## src/design/bofh_ram.sv

```systemverilog
`default_nettype none

module bofh_ram #(
    parameter int WIDTH = 8,
    parameter int DEPTH = 64,
    localparam int AW = (DEPTH > 1) ? $clog2(DEPTH) : 1
) (
    input  wire logic             clk,
    input  wire logic             we,
    input  wire logic [AW-1:0]    waddr,
    input  wire logic [WIDTH-1:0] wdata,
    input  wire logic             re,
    input  wire logic [AW-1:0]    raddr,
    output logic [WIDTH-1:0]      rdata
);

    logic [WIDTH-1:0] mem_reg [DEPTH];
    logic [WIDTH-1:0] rdata_reg;

    always_ff @(posedge clk)
    begin
        if (we)
        begin
            mem_reg[waddr] <= wdata;
        end
        if (re)
        begin
            rdata_reg <= mem_reg[raddr];
        end
    end

    assign rdata = rdata_reg;

endmodule

`default_nettype wire

```

## config.mk

```make
export PLATFORM = sky130hd
export DESIGN_NAME = bofh_ram
export DESIGN_NICKNAME = d
export VERILOG_FILES = /design/src/design/bofh_ram.sv
export SDC_FILE = /design/constraint.sdc
export NUM_CORES = 1
export LEC_CHECK = 0
export ABC_AREA = 1
export ABC_CLOCK_PERIOD_IN_PS = 2100
export BUFFER_PORTS_ARGS = -buffer_cell sky130_fd_sc_hd__buf_2
export CORE_MARGIN = 1.5
export CORE_UTILIZATION = 55
export CTS_CLUSTER_DIAMETER = 150
export CTS_CLUSTER_SIZE = 8
export DETAILED_ROUTE_END_ITERATION = 6
export PLACE_DENSITY_LB_ADDON = 0.25
export SYNTH_ARGS = -nofsm -noshare
export SYNTH_HDL_FRONTEND = slang
export SYNTH_SLANG_ARGS = --single-unit
```

## constraint.sdc

```tcl
create_clock -name clk -period 2.1 [get_ports clk]
set_input_delay 0.21 -clock clk [delete_from_list [all_inputs] [get_ports clk]]
set_output_delay 0.21 -clock clk [all_outputs]
set_load 0.02 [all_outputs]
```

; Word-level counts from Yosys, hierarchy flattened
; Memory sizes are Yosys's and may differ from the RTL's. A register that Yosys moved wholly into a read port is not among the register bits.
; Index checks and enable logic that the tools add are counted.
[word_totals]
reg_bits = 0
ramBits = 512
mem_count = 1
word_cells = 3
inputBits = 23
output_inout_bits = 8
[op_classes]
muxes = 2
[memory_table]
columns = name, words, width, rd, rd_clocked_by_memory_dff, wr, line_no
row1 = mem_reg, 64, 8, 1, 1, 1, 17  ; logic [WIDTH-1:0] mem_reg [DEPTH];
[ops]
columns = op, count
row1 = $mux W1, 2

; Depth between registers and ports, before layout
; Gate-level depths: netlist of run 1.
[logic_depth]
depth_word = 2
mapped_depth = 12
depth_no_buf = 9

; Least setup slack after synthesis of run 1
; OpenSTA, ideal clock, no wires.
[synth_timing]
kind = input port to flip-flop
from = input we
to = memory mem_reg[48][0] (enable)
stages = 3
t_required_ns = 1.705
setup_time_ns = 0.395
path_slack_ns = 0.124
path_buffers = 1
t_arrival_ns = 1.581
path_cell_list = clkbuf_1 nand4_1 nor4_1
[synth_between]
elab_chain_len = 2
[synth_rtl]
columns = item, line_no
row1 = from (decl), 9  ; input wire logic we,
row2 = $mux W1, 22  ; if (we)
row3 = $mux W1 (not written as such), 24  ; mem_reg[waddr] <= wdata;
row4 = to (decl), 17
; No other way between the ends.

==> results of run 1 <==
==> placed cells by master (no fill, tap or decap) <==
master         synthesis  layout
buf_6                 35       1
dlygate4sd3_1          0       1
buf_12                 0      20
inv_1                 10       9
inv_6                  1       3
inv_2                  1       1
buf_2                 37      28
nand2_1              648     648
nor2_1                56      56
diode_2                0       5
inv_4                  0       1
nor4_1                 8       8
edfxtp_1             520     520
nand3_1              439     439
clkbuf_16              0      77
buf_4                 14      94
nand4_1                9       9
==> cell families after synthesis <==
logic type	share of synthesized area [%]
buffers and inverters	4.01
and+or+nand+nor	23.1
DFF	72.9
==> area by class of cell <==
type | instances | area, um2 | area share (%)
Sequential cell | 520 | 15600 | 63.8
Multi-Input combinational cell | 1160 | 4950 | 20.2
Clock buffer | 77 | 1930 | 7.87
Timing Repair Buffer | 144 | 1270 | 5.18
Tap cell | 518 | 648 | 2.65
Inverter | 12 | 52.6 | 0.215
Clock inverter | 2 | 17.5 | 0.0715
Antenna cell | 5 | 12.5 | 0.0511
==> metal layers <==
layer	wire, um	share of wire [%]
met5	27	0.051
met1	21400	40
met3	4570	8.6
met4	1760	3.3
met2	25500	48
==> power breakdown <==
group	internal, W	switching, W	leakage, nW
Clock	0.00638	0.00393	0.958
Sequential	0.0115	0.0000368	4.69
Combinational	0.000384	0.00102	3.37
Total	0.0183	0.00498	9.01
==> metrics by stage <==
| step | instance area [um2] | hold slack, ps | setup slack, ps | util [%] |
|---|---|---|---|---|
| after CTS | 24500 | 93.1 | 601 | 63.5 |
| final | 24500 | 131 | 612 | 63.5 |
| after floorplan | 21400 | 309 | 124 | - |
| after global placement | 22500 | 581 | 134 | 58.4 |
| after detailed placement | 22500 | 578 | 94.5 | 58.4 |
| after global routing | 24500 | 96.4 | 488 | 63.5 |
==> final timing paths <==
kind	slack [ps]	endpoint	depth (start not counted)	start
worst max-delay path	610	rdata[4]$_DFFE_PP_	11	raddr[0]
worst min-delay path	130	rdata[0]$_DFFE_PP_	3	raddr[5]
worst max register to register	610	rdata[1]$_DFFE_PP_	8	mem_reg[20][1]$_DFFE_PP_
worst min register to register	880	rdata[0]$_DFFE_PP_	8	mem_reg[48][0]$_DFFE_PP_
==> worst max-delay path, cell delays in order <==
cell     delay, ps
buf_6          130
inv_6          250
buf_12         370
nand2_1        100
nand3_1        110
nand3_1        130
nand2_1        150
nand2_1         90
nand3_1         80
nand3_1        150
nand2_1        100
==> timing repair <==
action,in CTS,in global routing
setup buffers,0,0
hold buffers,1,0
endpoints found under the hold margin,8,0
==> results.md, run 1 <==
- Run status: finished, final reports clean
- H-tree levels: 3
- Worst-Margin Slew: 827 ps
- Synth Cell Area: 21400 um2
- Share of post-route cells with drive strength above 1: 11.7%
- Final wirelength: 53.2 mm
- Crit path kind: in2reg
- Yosys cell types: 15
- Initial Utilization: 55.6%
- Cell taking the most area after synthesis: edfxtp_1
- Min Tclk post-route: 1490 ps
- Post-synthesis cell count: 1805
- Critical path capture point type: register
- Pwr Total: 0.0233 W
- Worst Path Required: 2530 ps
- Total of max-cap violations: 0
- Synth async-reset ratio: 0%
- Pre-antenna DRT Iters: 5
- Sequential-to-total area share from yosys stat: 72.9%
- IO buf count: 30
- Max reg flops: 512
- Die Y: 200 um
- Pwr Density: 951 nW/um2
- Initial antenna violation count: 7
- RSZ-0062 raised after global routing: false
- Dominant cell by count in the synthesized netlist: nand2_1
- Clock latency on the worst-skew pair: 580 ps
- Crit path arrival time: 1920 ps
- Met1 global-route usage: 37.0%
- CP Max Fanout: 83
- Post-CTS Resized: 0
- Met3 Usage GRT: 5.91%
- Bufs on Longest Clock Path: 3
- CP Launch Type: input port
- First-pass GRT wire length: 82.5 mm
- Area of the die: 40100 um2
- Total track usage: 27.1%
- Cell Count, Final, Fillers Out: 2438
- Top-area cell type share of the netlist area: 72.9%
- CTS sink cnt: 520
- GP Congestion: 0.914
- Core area: 38600 um2
- CTS root buffer: clkbuf_16
- Post-synth top cells: nand2_1, edfxtp_1, nand3_1
- Final Hold Vio Count: 0
- Routed Antenna Nets: 0
- Syn-to-layout area delta: 14.3%
- Vias: 14100
- CTS Buf Count: 74
- WL per Instance: 21.8 um
- FP Rows: 72
- GR Util met2: 43.0%
- Syn_area_per_cell: 11.9 um2
- Placed insts: 2353
- CTS tree: built
- # IOs: 31
- Gr busiest metal: met2
- Setup tns final: 0 ps
- Hpwl dp: 31.0 mm
- Fin nets: 1935
- Fmax: 672 MHz
- Endpoints failing setup: 0
- Min-delay worst type: in2reg
- Max-slew violation count: 0
- Via-per-instance ratio: 5.78
- Clk_skew: 19.8 ps
- Post-synth EDFFs: 520
- Starting DRT DRC Count: 1533
- Worst vdd ir: 0.703 mV
- Syn nets: 1828
- CTS clk-pin slew, worst paths: 50 ps
- Largest net degree at the start of global routing: 84
- Grt ovf: 0
- Synthesized flop and latch total: 520
- Fin crit share: 70.9%
- Slew Limit Headroom: 44.9%
- Top post-synthesis cells by area: edfxtp_1, nand2_1, nand3_1, buf_6, nor2_1
- Die Wd: 200 um
- Number of global-route vias before repair: 13900
- Remaining DRCs: 0
- Leakage: 9.01 nW
- Synth Warn #: 0
- Filler cell count: 3007
- Main flop type after synthesis: edfxtp_1
Power figures use the tool's default switching activity.
==> inputs of run 2 (changes only) <==
--- a/config.mk
+++ b/config.mk
@@ -5,8 +5,8 @@
 export SDC_FILE = /design/constraint.sdc
 export NUM_CORES = 1
 export LEC_CHECK = 0
-export ABC_AREA = 1
-export ABC_CLOCK_PERIOD_IN_PS = 2100
+export ABC_AREA = 0
+export ABC_CLOCK_PERIOD_IN_PS = 1400
 export BUFFER_PORTS_ARGS = -buffer_cell sky130_fd_sc_hd__buf_2
 export CORE_MARGIN = 1.5
 export CORE_UTILIZATION = 55
==> constraint.sdc (replaced) <==
create_clock -name clk -period 1.4 [get_ports clk]
set_input_delay 0.14 -clock clk [delete_from_list [all_inputs] [get_ports clk]]
set_output_delay 0.14 -clock clk [all_outputs]
set_load 0.02 [all_outputs]
==> run 2 against run 1 <==
Net effect:
- the flow now finishes with violations (negative setup slack)
- area after synthesis shrank 5.5%
- hold slack lost 80 ps
- sequential share of layout area shrank 2.2 points
- largest power group unchanged
- clock skew shrank 9.9 ps
- global-route usage shrank 1.7 points
- non-clock buffer count grew 62
- critical endpoint is now rdata[0]$_DFFE_PP_
==> results.md, run 2 <==
- CTS tree: built
- PnR worst setup slack: -614 ps
- Synth Warn #: 0
- Met3 Usage GRT: 5.24%
- CTS sink cnt: 520
- Pwr Density: 1370 nW/um2
- First-pass GRT wire length: 68.6 mm
- H-tree levels: 3
- Most frequent cells in the layout: edfxtp_1, mux4_2, buf_4
- Commonest non-fill, non-tap cell in the layout: edfxtp_1
- Pre-antenna DRT Iters: 6
- Die Wd: 195 um
- Placed insts: 1561
- Initial Utilization: 55.6%
- GP Congestion: 0.884
- Top-area cell type share of the netlist area: 77.1%
- Min-delay worst type: in2reg
- # IOs: 31
- Number of global-route vias before repair: 10700
- Synth Cell Area: 20200 um2
- Worst vdd ir: 1.19 mV
- R2R cell count: 5
- WL per Instance: 28.1 um
- Hpwl dp: 28.6 mm
- FP Rows: 70
- Leakage: 8.24 nW
- Endpoints failing setup: 10
- Vias: 10300
- Placed inst area: 23300 um2
- Pwr Total: 0.0348 W
- Remaining DRCs: 0
- Grt ovf: 0
- Setup slack, reg-to-reg: -610 ps
- Max-slew violation count: 0
- Via-per-instance ratio: 6.28
- RSZ-0062 raised after global routing: true
- Final wirelength: 46.2 mm
- Total of max-cap violations: 0
- GR Util met2: 41.2%
- Core area: 36400 um2
- Fin crit share: 144%
- Critical path capture point type: register
- Post-synth EDFFs: 520
- Min Tclk post-route: 2010 ps
- Crit path arrival time: 2330 ps
- Top post-synthesis cells by area: edfxtp_1, mux4_2, nor2_1, mux2i_1, mux2_2
- Starting DRT DRC Count: 897
- Dominant cell by count in the synthesized netlist: edfxtp_1
- Core Util, Final: 69.6%
- Post-synthesis cell count: 940
- IO buf count: 30
- CTS Buf Count: 74
- Main flop type after synthesis: edfxtp_1
- Bufs on Longest Clock Path: 3
- Worst Path Required: 1720 ps
- Fin nets: 1194
- Clock latency on the worst-skew pair: 580 ps
- Cell Count, Final, Fillers Out: 1644
- Syn nets: 963
- Initial antenna violation count: 2
- Routed Antenna Nets: 0
- CTS root buffer: clkbuf_16
- Synth async-reset ratio: 0%
- Sequential-to-total area share from yosys stat: 77.1%
- Area of the die: 38000 um2
- Worst-Margin Slew: 1250 ps
- Run status: finished, violations left
- Final Hold Vio Count: 0
- Cell count of the worst hold path: 2
- Fmax: 496 MHz
- Max reg flops: 512
- Share of post-route cells with drive strength above 1: 43.4%
- Die Y: 195 um
- Synthesized flop and latch total: 520
- Clk_skew: 9.96 ps
- Antenna Diode Count: 0
- Crit path kind: reg2reg
- Syn_area_per_cell: 21.5 um2
- Gr busiest metal: met2
- Met1 global-route usage: 34.9%
- Largest net degree at the start of global routing: 65
- Setup tns final: -4470 ps
- Cell taking the most area after synthesis: edfxtp_1
- CP Max Fanout: 1
- Failing checks: negative setup slack
- Yosys cell types: 39
- Slew Limit Headroom: 16.5%
- Syn-to-layout area delta: 25.3%
- Final Cell Area: 25400 um2
- Post-synth top cells: edfxtp_1, mux4_2, nor2_1
- CP Launch Type: register
- Total track usage: 25.4%
- CTS clk-pin slew, worst paths: 50 ps
## run 2: area by class of cell
cell class	count	area, um2
Clock inverter	6	67.6
Multi-Input combinational cell	369	4900
Tap cell	468	586
Clock buffer	75	1880
Timing Repair Buffer	206	2330
Sequential cell	520	15600
Fill cell	2212	11100
## run 2: repair_timing
item / CTS / global route
pin swaps: 6 / 0
gates cloned: 0 / 0
hold endpoints to repair: 19 / 0
setup endpoints to repair: 10 / 12
hold buffers: 2 / 0
resized for setup: 30 / 6
buffers inserted: 0 / 0
## run 2: kinds of logic after synthesis
kind of cell | count (synthesis) | synth area share, %
buf+inv | 51 | 1.56
simple gates | 153 | 3.37
flops | 520 | 77.1
mux | 162 | 15.9
compound gates | 54 | 2.06
## run 2: critical path: stages (launching register included)
cell,delay (ps)
edfxtp_1,380
mux4_2,470
mux4_2,540
nor2_4,140
nor3_2,80
o2bb2ai_2,140
## run 2: power breakdown
part	switching (W)	internal, W
Sequential	0.0000568	0.0173
Combinational	0.00116	0.000916
Clock	0.00591	0.00940
Total	0.00713	0.0276
## run 2: worst paths after layout
path	start	to
max	mem_reg[13][0]$_DFFE_PP_	rdata[0]$_DFFE_PP_
min	wdata[5]	mem_reg[46][5]$_DFFE_PP_
max reg2reg	mem_reg[13][0]$_DFFE_PP_	rdata[0]$_DFFE_PP_
min reg2reg	mem_reg[30][6]$_DFFE_PP_	rdata[6]$_DFFE_PP_
## run 2: through the flow
| step | hold WS [ps] | setup WS [ps] |
|---|---|---|
| after floorplan | 239 | -425 |
| after global routing | 65.1 | -628 |
| final | 51.6 | -614 |
| after global placement | 527 | -964 |
| after detailed placement | 528 | -990 |
| after CTS | 54.6 | -620 |
## run 2: layer usage
| metal | share of wire, % | vias to the layer above |
|---|---|---|
| li1 | - | 4381 |
| met1 | 40 | 5398 |
| met2 | 50 | 437 |
| met3 | 7.4 | 103 |
| met4 | 2.8 | 4 |
| met5 | 0.043 | - |
