## src/design/bofh_pkg.sv

```systemverilog
`default_nettype none

package bofh_pkg;

    localparam int COORD_BITS = 16;
    localparam int SIZE_BITS  = COORD_BITS - 1;
    localparam int SLOT_BITS  = 6;
    localparam int COUNT_BITS = 7;
    localparam int BND_BITS   = COORD_BITS + 4;

    localparam logic KIND_LOAD  = 1'b0;
    localparam logic KIND_QUERY = 1'b1;

    typedef logic signed [COORD_BITS-1:0] coord_t;
    typedef logic [SIZE_BITS-1:0]         size_t;
    typedef logic signed [BND_BITS-1:0]   bound_t;
    typedef logic [SLOT_BITS-1:0]         slot_t;
    typedef logic [COUNT_BITS-1:0]        count_t;

    typedef struct packed {
        logic   kind;
        slot_t  slot;
        coord_t center_x;
        coord_t center_y;
        coord_t center_z;
        size_t  size_x;
        size_t  size_y;
        size_t  size_z;
        coord_t move_x;
        coord_t move_y;
        coord_t move_z;
    } in_item_t;

    typedef struct packed {
        logic  hit;
        slot_t hit_index;
    } out_item_t;

    typedef struct packed {
        coord_t z;
        coord_t y;
        coord_t x;
    } ctr_word_t;

    typedef struct packed {
        size_t z;
        size_t y;
        size_t x;
    } size_word_t;

    // Result handed from the scanner to the output register.
    typedef struct packed {
        logic  valid;
        logic  hit;
        slot_t index;
    } scan_res_t;

    function automatic bound_t sx(input coord_t c);
        return {{(BND_BITS-COORD_BITS){c[COORD_BITS-1]}}, c};
    endfunction

    function automatic bound_t zx(input size_t s);
        return {{(BND_BITS-SIZE_BITS){1'b0}}, s};
    endfunction

    // Doubled centre minus / plus full size: exact interval ends at twice scale.
    function automatic bound_t bnd_lo(input bound_t c, input size_t s);
        return (c <<< 1) - zx(s);
    endfunction

    function automatic bound_t bnd_hi(input bound_t c, input size_t s);
        return (c <<< 1) + zx(s);
    endfunction

    function automatic logic axis_hit(input bound_t qlo, input bound_t qhi,
                                      input coord_t c, input size_t s);
        bound_t olo;
        bound_t ohi;
        olo = bnd_lo(sx(c), s);
        ohi = bnd_hi(sx(c), s);
        return (qlo <= ohi) && (qhi >= olo);
    endfunction

endpackage

`default_nettype wire

```

## src/design/bofh_scan.sv

```systemverilog
`default_nettype none

module bofh_scan #(
    parameter int MAX_OBSTACLES = 64,
    localparam int AW = (MAX_OBSTACLES > 1) ? $clog2(MAX_OBSTACLES) : 1,
    localparam int CW = $clog2(MAX_OBSTACLES + 1)
) (
    input  wire logic                 clk,
    input  wire logic                 rst_n,
    input  wire logic                 start,
    input  wire bofh_pkg::in_item_t   query,
    input  wire bofh_pkg::count_t     count,
    input  wire bofh_pkg::ctr_word_t  ctr_rd,
    input  wire bofh_pkg::size_word_t sz_rd,
    input  wire logic                 res_take,
    output logic                      rd_en,
    output logic [AW-1:0]             rd_addr,
    output logic                      busy,
    output bofh_pkg::scan_res_t       res
);

    import bofh_pkg::*;

    typedef enum logic [1:0] {S_IDLE, S_SCAN, S_DONE} state_t;

    state_t        state_reg, state_next;
    logic [CW-1:0] issue_reg, issue_next;
    logic [CW-1:0] limit_reg, limit_next;
    logic          cmp_vld_reg, cmp_vld_next;
    logic [CW-1:0] cmp_idx_reg, cmp_idx_next;
    logic          hit_reg, hit_next;
    slot_t         idx_reg, idx_next;
    bound_t        qlo_reg [3];
    bound_t        qhi_reg [3];

    bound_t        mc [3];
    logic          ovl;

    // Moved box centre, one wide add per axis.
    assign mc[0] = sx(query.center_x) + sx(query.move_x);
    assign mc[1] = sx(query.center_y) + sx(query.move_y);
    assign mc[2] = sx(query.center_z) + sx(query.move_z);

    always_ff @(posedge clk)
    begin
        if (start)
        begin
            qlo_reg[0] <= bnd_lo(mc[0], query.size_x);
            qhi_reg[0] <= bnd_hi(mc[0], query.size_x);
            qlo_reg[1] <= bnd_lo(mc[1], query.size_y);
            qhi_reg[1] <= bnd_hi(mc[1], query.size_y);
            qlo_reg[2] <= bnd_lo(mc[2], query.size_z);
            qhi_reg[2] <= bnd_hi(mc[2], query.size_z);
        end
    end

    assign ovl = axis_hit(qlo_reg[0], qhi_reg[0], ctr_rd.x, sz_rd.x)
              && axis_hit(qlo_reg[1], qhi_reg[1], ctr_rd.y, sz_rd.y)
              && axis_hit(qlo_reg[2], qhi_reg[2], ctr_rd.z, sz_rd.z);

    assign rd_en   = (state_reg == S_SCAN) && (issue_reg < limit_reg);
    assign rd_addr = issue_reg[AW-1:0];

    always_comb
    begin
        state_next   = state_reg;
        issue_next   = issue_reg;
        limit_next   = limit_reg;
        cmp_vld_next = 1'b0;
        cmp_idx_next = cmp_idx_reg;
        hit_next     = hit_reg;
        idx_next     = idx_reg;
        case (state_reg)
            S_IDLE:
            begin
                if (start)
                begin
                    // Saturate the count to the table depth.
                    if (32'(count) > MAX_OBSTACLES)
                    begin
                        limit_next = CW'(MAX_OBSTACLES);
                    end
                    else
                    begin
                        limit_next = CW'(count);
                    end
                    issue_next = '0;
                    state_next = S_SCAN;
                end
            end
            S_SCAN:
            begin
                if (cmp_vld_reg && ovl)
                begin
                    hit_next   = 1'b1;
                    idx_next   = SLOT_BITS'(cmp_idx_reg);
                    state_next = S_DONE;
                end
                else if (issue_reg >= limit_reg)
                begin
                    hit_next   = 1'b0;
                    idx_next   = '0;
                    state_next = S_DONE;
                end
                else
                begin
                    cmp_vld_next = 1'b1;
                    cmp_idx_next = issue_reg;
                    issue_next   = issue_reg + CW'(1);
                end
            end
            S_DONE:
            begin
                if (res_take)
                begin
                    state_next = S_IDLE;
                end
            end
            default:
            begin
                state_next = S_IDLE;
            end
        endcase
    end

    always_ff @(posedge clk or negedge rst_n)
    begin
        if (!rst_n)
        begin
            state_reg   <= S_IDLE;
            issue_reg   <= '0;
            limit_reg   <= '0;
            cmp_vld_reg <= 1'b0;
            cmp_idx_reg <= '0;
            hit_reg     <= 1'b0;
            idx_reg     <= '0;
        end
        else
        begin
            state_reg   <= state_next;
            issue_reg   <= issue_next;
            limit_reg   <= limit_next;
            cmp_vld_reg <= cmp_vld_next;
            cmp_idx_reg <= cmp_idx_next;
            hit_reg     <= hit_next;
            idx_reg     <= idx_next;
        end
    end

    assign busy      = (state_reg != S_IDLE);
    assign res.valid = (state_reg == S_DONE);
    assign res.hit   = hit_reg;
    assign res.index = idx_reg;

endmodule

`default_nettype wire

```

## config.mk

```make
export PLATFORM = sky130hd
export DESIGN_NAME = bofh_scan
export DESIGN_NICKNAME = d
export VERILOG_FILES = /design/src/design/bofh_pkg.sv /design/src/design/bofh_scan.sv
export SDC_FILE = /design/constraint.sdc
export NUM_CORES = 1
export LEC_CHECK = 0
export BUFFER_PORTS_ARGS = -buffer_cell sky130_fd_sc_hd__buf_2
export CAP_MARGIN = 20
export CORE_AREA = 2 2 183 185
export DETAILED_ROUTE_END_ITERATION = 16
export DIE_AREA = 0 0 185 187
export GPL_ROUTABILITY_DRIVEN = 0
export PLACE_DENSITY = 0.76
export SYNTH_ARGS = -nofsm -noshare
export SYNTH_HDL_FRONTEND = slang
export SYNTH_SLANG_ARGS = --single-unit
```

## constraint.sdc

```tcl
create_clock -name clk -period 3.8 [get_ports clk]
set_input_delay 1.14 -clock clk [delete_from_list [all_inputs] [get_ports clk]]
set_output_delay 1.14 -clock clk [all_outputs]
set_load 0.01 [all_outputs]
```

# --- Word level (Yosys, flattened, before mapping) ---
# Memories as Yosys holds them, arrays and structs flattened.
# Index checks and enable logic that the tools add are counted.
classes:
  add_sub_neg: 16
  n_lt_le_gt_ge: 9
  eq_ne: 7
  n_mux: 19
  n_bitwise: 2
  n_reduce_logical: 16
op_table:
  columns: ["op", "n"]
  rows:
  - ["20-bit by 18-bit >= comparator with 1-bit output", 3]
  - ["20-bit by 18-bit <= comparator with 1-bit output", 3]
  - ["18-bit by 16-bit adder with 19-bit output", 3]
  - ["18-bit by 16-bit subtractor with 19-bit output", 3]
  - ["17-bit by 16-bit adder with 18-bit output", 3]
  - ["17-bit by 16-bit subtractor with 18-bit output", 3]
  - ["16-bit by 16-bit adder with 17-bit output", 3]
  - ["7-bit 2-to-1 mux", 4]
  - ["7-bit one-hot mux with 2 select lines", 1]
  - ["6-bit 2-to-1 mux", 2]
  - ["2-bit 2-to-1 mux", 4]
  - ["2-bit inequality test, second input constant", 4]
  - ["7-bit by 1-bit adder with 7-bit output, second input constant", 1]
  - ["7-bit >= comparator", 1]
  - ["7-bit greater-than comparator, second input constant", 1]
  - ["1-bit logical AND", 7]
  - ["7-bit less-than comparator", 1]
  - ["1-bit 2-to-1 mux", 7]
  - ["2-bit one-hot mux with 3 select lines", 1]
  - ["3-bit AND reduction", 2]
  - ["2-bit nonzero test", 3]
  - ["2-bit AND reduction", 2]
  - ["4-bit AND reduction", 1]
  - ["3-bit by 1-bit inequality test with 1-bit output, second input constant", 1]
  - ["other kinds (4)", 5]
totals:
  reg_bits: 30
  ram_bits: 120
  in_bits: 252
  out_inout_bits: 16
  elab_cells: 78
  mem_count: 2
memory_table:
  columns: ["memory", "depth", "word_bits", "rd", "rd_clocked_by_memory_dff", "write_ports", "line", "rtl"]
  rows:
  - ["qhi_reg", 3, 20, 3, 0, 3, "bofh_scan.sv:34", "bound_t qhi_reg [3];"]
  - ["qlo_reg", 3, 20, 3, 0, 3, "bofh_scan.sv:33", "bound_t qlo_reg [3];"]

# --- Longest topological paths before layout ---
depth:
  word_depth: 8
  ltp_mapped: 25
  depth_no_buf: 24

# --- Least setup slack after synthesis ---
# No wires, ideal clock.
synth_timing:
  path_kind: "in2reg"
  start: "input ctr_rd[0] (netlist name)"
  end: "register idx_reg[0]"
  setup_ns: 0.127
  arrival_time_ns: 5.369
  required_time_ns: 3.673
  path_slack_ns: -1.696
  cell_stages: 25
  n_path_buf: 1
  cell_sequence: "ha_1 > inv_1 > fa_1 > o21bai_1 > a21oi_1 > o21bai_1 > a21oi_1 > o21bai_1 > a21o_1 > o41a_1 > a21oi_1 > nor2_1 > o31ai_1 > ha_1 > nand4_1 > nor3_1 > a21boi_0 > nor4_1 > o31a_1 > o2111ai_1 > a311oi_2 > nand3_1 > or2_1 > buf_4 > mux2_1"
synth_via:
  elab_chain_len: 8
  word_cells_on_any_way: 11
  classes_between: "2 x add/sub; 2 x order compare; 1 x mux; 6 x reduce/logical"
synth_rtl:
  columns: ["element", "line", "rtl"]
  rows:
  - ["start, declared", "bofh_scan.sv:13", "input wire bofh_pkg::ctr_word_t ctr_rd,"]
  - ["17-bit by 16-bit adder with 18-bit output or 17-bit by 16-bit subtractor with 18-bit output (tied branches)", "bofh_pkg.sv:72, bofh_pkg.sv:68", null]
  - ["20-bit by 18-bit <= comparator with 1-bit output or 20-bit by 18-bit >= comparator with 1-bit output (tied branches)", "bofh_pkg.sv:81", "return (qlo <= ohi) && (qhi >= olo);"]
  - ["1-bit logical AND *", "bofh_pkg.sv:81", null]
  - ["1-bit logical AND *", "bofh_scan.sv:58", "&& axis_hit(qlo_reg[1], qhi_reg[1], ctr_rd.y, sz_rd.y)"]
  - ["1-bit logical AND *", "bofh_scan.sv:59", "&& axis_hit(qlo_reg[2], qhi_reg[2], ctr_rd.z, sz_rd.z);"]
  - ["1-bit logical AND *", "bofh_scan.sv:93", "if (cmp_vld_reg && ovl)"]
  - ["2-bit nonzero test (no source line)", null, null]
  - ["2-bit AND reduction (no source line)", null, null]
  - ["end signal, assigned", "bofh_scan.sv:146", "idx_reg <= idx_next;"]
  - ["end, declared", "bofh_scan.sv:32", "slot_t idx_reg, idx_next;"]
# Mark *: on every way between the ends. The rest lies on a longest branch, timed or not.
# A chain may end at the register's enable or synchronous reset.

# --- Worst setup path after layout ---
layout_timing:
  start: "input ctr_rd[0] (netlist name)"
  end: "register issue_reg[6]"
layout_via:
  elab_chain_len: 8
  word_cells_on_any_way: 10
  classes_between: "2 x add/sub; 2 x order compare; 1 x eq/ne; 5 x reduce/logical"
layout_rtl:
  columns: ["element", "line", "rtl"]
  rows:
  - ["17-bit by 16-bit adder with 18-bit output or 17-bit by 16-bit subtractor with 18-bit output (tied branches)", "bofh_pkg.sv:72, bofh_pkg.sv:68", null]
  - ["20-bit by 18-bit <= comparator with 1-bit output or 20-bit by 18-bit >= comparator with 1-bit output (tied branches)", "bofh_pkg.sv:81", null]
  - ["1-bit logical AND *", "bofh_pkg.sv:81", null]
  - ["1-bit logical AND *", "bofh_scan.sv:58", null]
  - ["1-bit logical AND *", "bofh_scan.sv:59", null]
  - ["1-bit logical AND *", "bofh_scan.sv:93", null]
  - ["2-bit inequality test (no source line) *", null, null]
  - ["4-bit AND reduction (no source line) *", null, null]
  - ["end signal, assigned", "bofh_scan.sv:141", "issue_reg <= issue_next;"]
  - ["end, declared", "bofh_scan.sv:27", "logic [CW-1:0] issue_reg, issue_next;"]
# Marks and branches as above.

==> flow_summary.ini <==
[floorplan]
row_count = 67
dieArea_mm2 = 0.0346
core_area_mm2 = 0.0329
start_util_pct = 52.2
die_w_um = 185
die_h_um = 187
io-pin-count = 268

[worst_setup_path]
crit_family = compound AO/OA/AOI/OAI gates
endpoint_kind = flop
crit_path_start_kind = primary input
cp.arrival_ns = 5.69
path_max_fanout = 7
required_ns = 4.11
cp_slowest_stage_delay_ns = 0.41
critical_path_class = in -> reg
path_buf_inv = 3
cp_slowest_cell = o41a_1

[route]
vias = 18400
wl_met2_um = 30600
routed_via_density = 5.70
routed.top_layer = met4
avgRoutedWirePerCell_um = 18.7
ant_nets = 0
drc_errors = 0
met1Wirelength_um = 23200
wl_met3_um = 3310
drt-total-wl_um = 60400
firstDrtPassIters = 5
first_iter_violations = 1180

[global_route]
grt_pass1_vias = 18300
grt_overflow = 0
antenna_found_initial = 5
grt_use_total_pct = 29.8
grt_pass1_wl_um = 84000
grt_max_degree = 113

[synth]
netlist_area_mm2 = 0.0171
synthCells = 1929
yosysWarnings = 0
synth_nets = 2527
synth.area.top_cells = ha_1 24%, edfxtp_1 19%, xnor2_1 7.8%
synth_ff_type = edfxtp_1
synth-compound-area-share_pct = 19.2
synth.area.mux_share_pct = 1.11
synthAdderAreaFrac_pct = 25.9
syn_avg_cell_area_um2 = 8.89
synthXorXnorAreaFrac_pct = 10.5
synthSimpleGateAreaFrac_pct = 13.9
synthArstFlopShare_pct = 21.3
yosys.area.top_type_share_pct = 24.2
synth_cell_types = 71
synth-seq-cells = 141
yosys.area.top_type = ha_1
synth_top_family_by_area = adder cells
synth_edf_count = 111
seq_area_frac_synth_pct = 23.8

[place]
dp_hpwl_um = 39100
dpl.cell_count = 3099
port_buffers = 260

[final_layout]
final_nets = 3354
drive_above_1_share_pct = 44.6
layout_commonest_cell = buf_4
layout_common_cells = 540 x buf_4, 281 x ha_1, 238 x buf_2
final-instance-count-excl-fill = 3223
area_delta_synth_final_pct = 54.4
largest_reg_flops = 57

[cts]
cts_tree = yes
htreeDepth = 4
clock_path_buffers = 2
cts_hold_buffers = 0
cts_sinks = 141
clk_pin_slew_ns = 0.06
clk_latency_ns = 0.44
root_buffer = clkbuf_16
numCtsBuffers = 17

[sta]
period_share_pct = 142
rsz0062_at_grt = true
tightest_slew_ns = 0.668
setup_slack_ns = -1.58
report.final.setup_viol = 64
hold_viol_final = 0
fmax_ghz = 0.186
min_period_ns = 5.38
relSlewSlack_pct = 55.5
fin_worst_skew_ns = 0.0123
slew_violations = 0
setup_tns_ns = -46.51

[flow_run]
maxCapViolations = 0

[power]
leakagePower_nw = 12.8
vdd_ir_drop_max_uv = 261
power_density_mw_per_mm2 = 459

[worst_hold_path]
hp-class = reg -> reg

[run_status]
violations = setup timing
outcome = finished, violations left
-- where the power goes --
group	total (mW)	internal, mW	switching [mW]	leakage [nW]
sequential	2.55	2.29	0.255	1.48
combinational	7.85	3.95	3.90	11.0
clock	1.75	1.03	0.711	0.287
-- path summary, 6_finish.rpt --
| check | from | end | slack, ns | cells after the start |
|---|---|---|---|---|
| setup / recovery | ctr_rd[0] | issue_reg[6]$_DFFE_PN0P_ | -1.58 | 26 |
| hold / removal | limit_reg[5]$_DFFE_PN0P_ | limit_reg[5]$_DFFE_PN0P_ | 0.48 | 2 |
| min in group asynchronous | rst_n | limit_reg[6]$_DFFE_PN0P_ | 0.73 | 1 |
| max in group asynchronous | rst_n | issue_reg[0]$_DFFE_PN0P_ | 2.63 | 1 |
| setup reg to reg | qlo_reg[0][0]$_DFFE_PP_ | issue_reg[6]$_DFFE_PN0P_ | 0.32 | 16 |
| hold reg to reg | limit_reg[5]$_DFFE_PN0P_ | limit_reg[5]$_DFFE_PN0P_ | 0.48 | 2 |
-- routing by layer --
layer  GRT usage [%]  vias to the layer above
li1                -                     8522
met4            15.4                        0
met2            54.4                      785
met1            33.9                     8803
met3            3.47                      247
met5               0                        -
-- worst register-to-register path: cells and delay by family (launching register included) --
family | cells | cell delay, ns
simple gates | 2 | 0.34
flops | 1 | 0.32
buf+inv | 5 | 0.73
fa+ha+maj | 1 | 0.33
compound gates | 8 | 1.62
-- cells in the mapped netlist (18+ instances only) --
| library cell | n |
|---|---|
| ha_1 | 331 |
| inv_1 | 195 |
| a21oi_1 | 167 |
| xnor2_1 | 153 |
| nor2_1 | 147 |
| edfxtp_1 | 111 |
| nand2_1 | 82 |
| o21ai_0 | 79 |
| xor2_1 | 53 |
| a21o_1 | 47 |
| nand3_1 | 46 |
| nor3_1 | 46 |
| nand2b_1 | 41 |
| nor2b_1 | 40 |
| o21bai_1 | 36 |
| dfrtp_1 | 30 |
| clkbuf_1 | 27 |
| o21a_1 | 21 |
| a211oi_1 | 18 |
-- cell families (layout without fill, tap and decap cells) --
family | Yosys count | in the layout
compound gates | 496 | 496
xor+xnor | 206 | 206
fa+ha+maj | 346 | 346
buf+inv | 239 | 1079
flops | 141 | 141
mux | 17 | 17
other cells | 0 | 6
simple gates | 484 | 484
-- layout make-up --
type,count,area [µm²]
Multi-Input combinational cell,1549,14400
Fill cell,1839,6380
Timing Repair Buffer,852,6120
Sequential cell,141,4080
Inverter,195,749
Tap cell,448,561
Clock buffer,18,429
Clock inverter,14,166
Antenna cell,6,15.0
-- per-stage QoR --
stage	power, mW	hold WS (ns)	util (%)	area (µm²)	setup slack [ns]
final	12.1	0.482	80.6	26500	-1.58
after global routing	12.8	0.500	80.6	26500	-1.82
after CTS	11.0	0.486	76.0	25000	-1.54
after detailed placement	8.55	0.472	70.5	23200	-2.39
after global placement	8.24	0.467	70.5	23200	-2.06
after floorplan	6.17	0.450	-	17800	-1.62
-- timing repair --
| item | CTS | global route |
|---|---|---|
| buffers inserted | 53 | 52 |
| cloned | 0 | 0 |
| gates resized for setup | 187 | 210 |
| endpoints found under the setup margin | 61 | 67 |
| pin swaps | 170 | 162 |
Note: power is estimated with default switching activity, not from simulation.
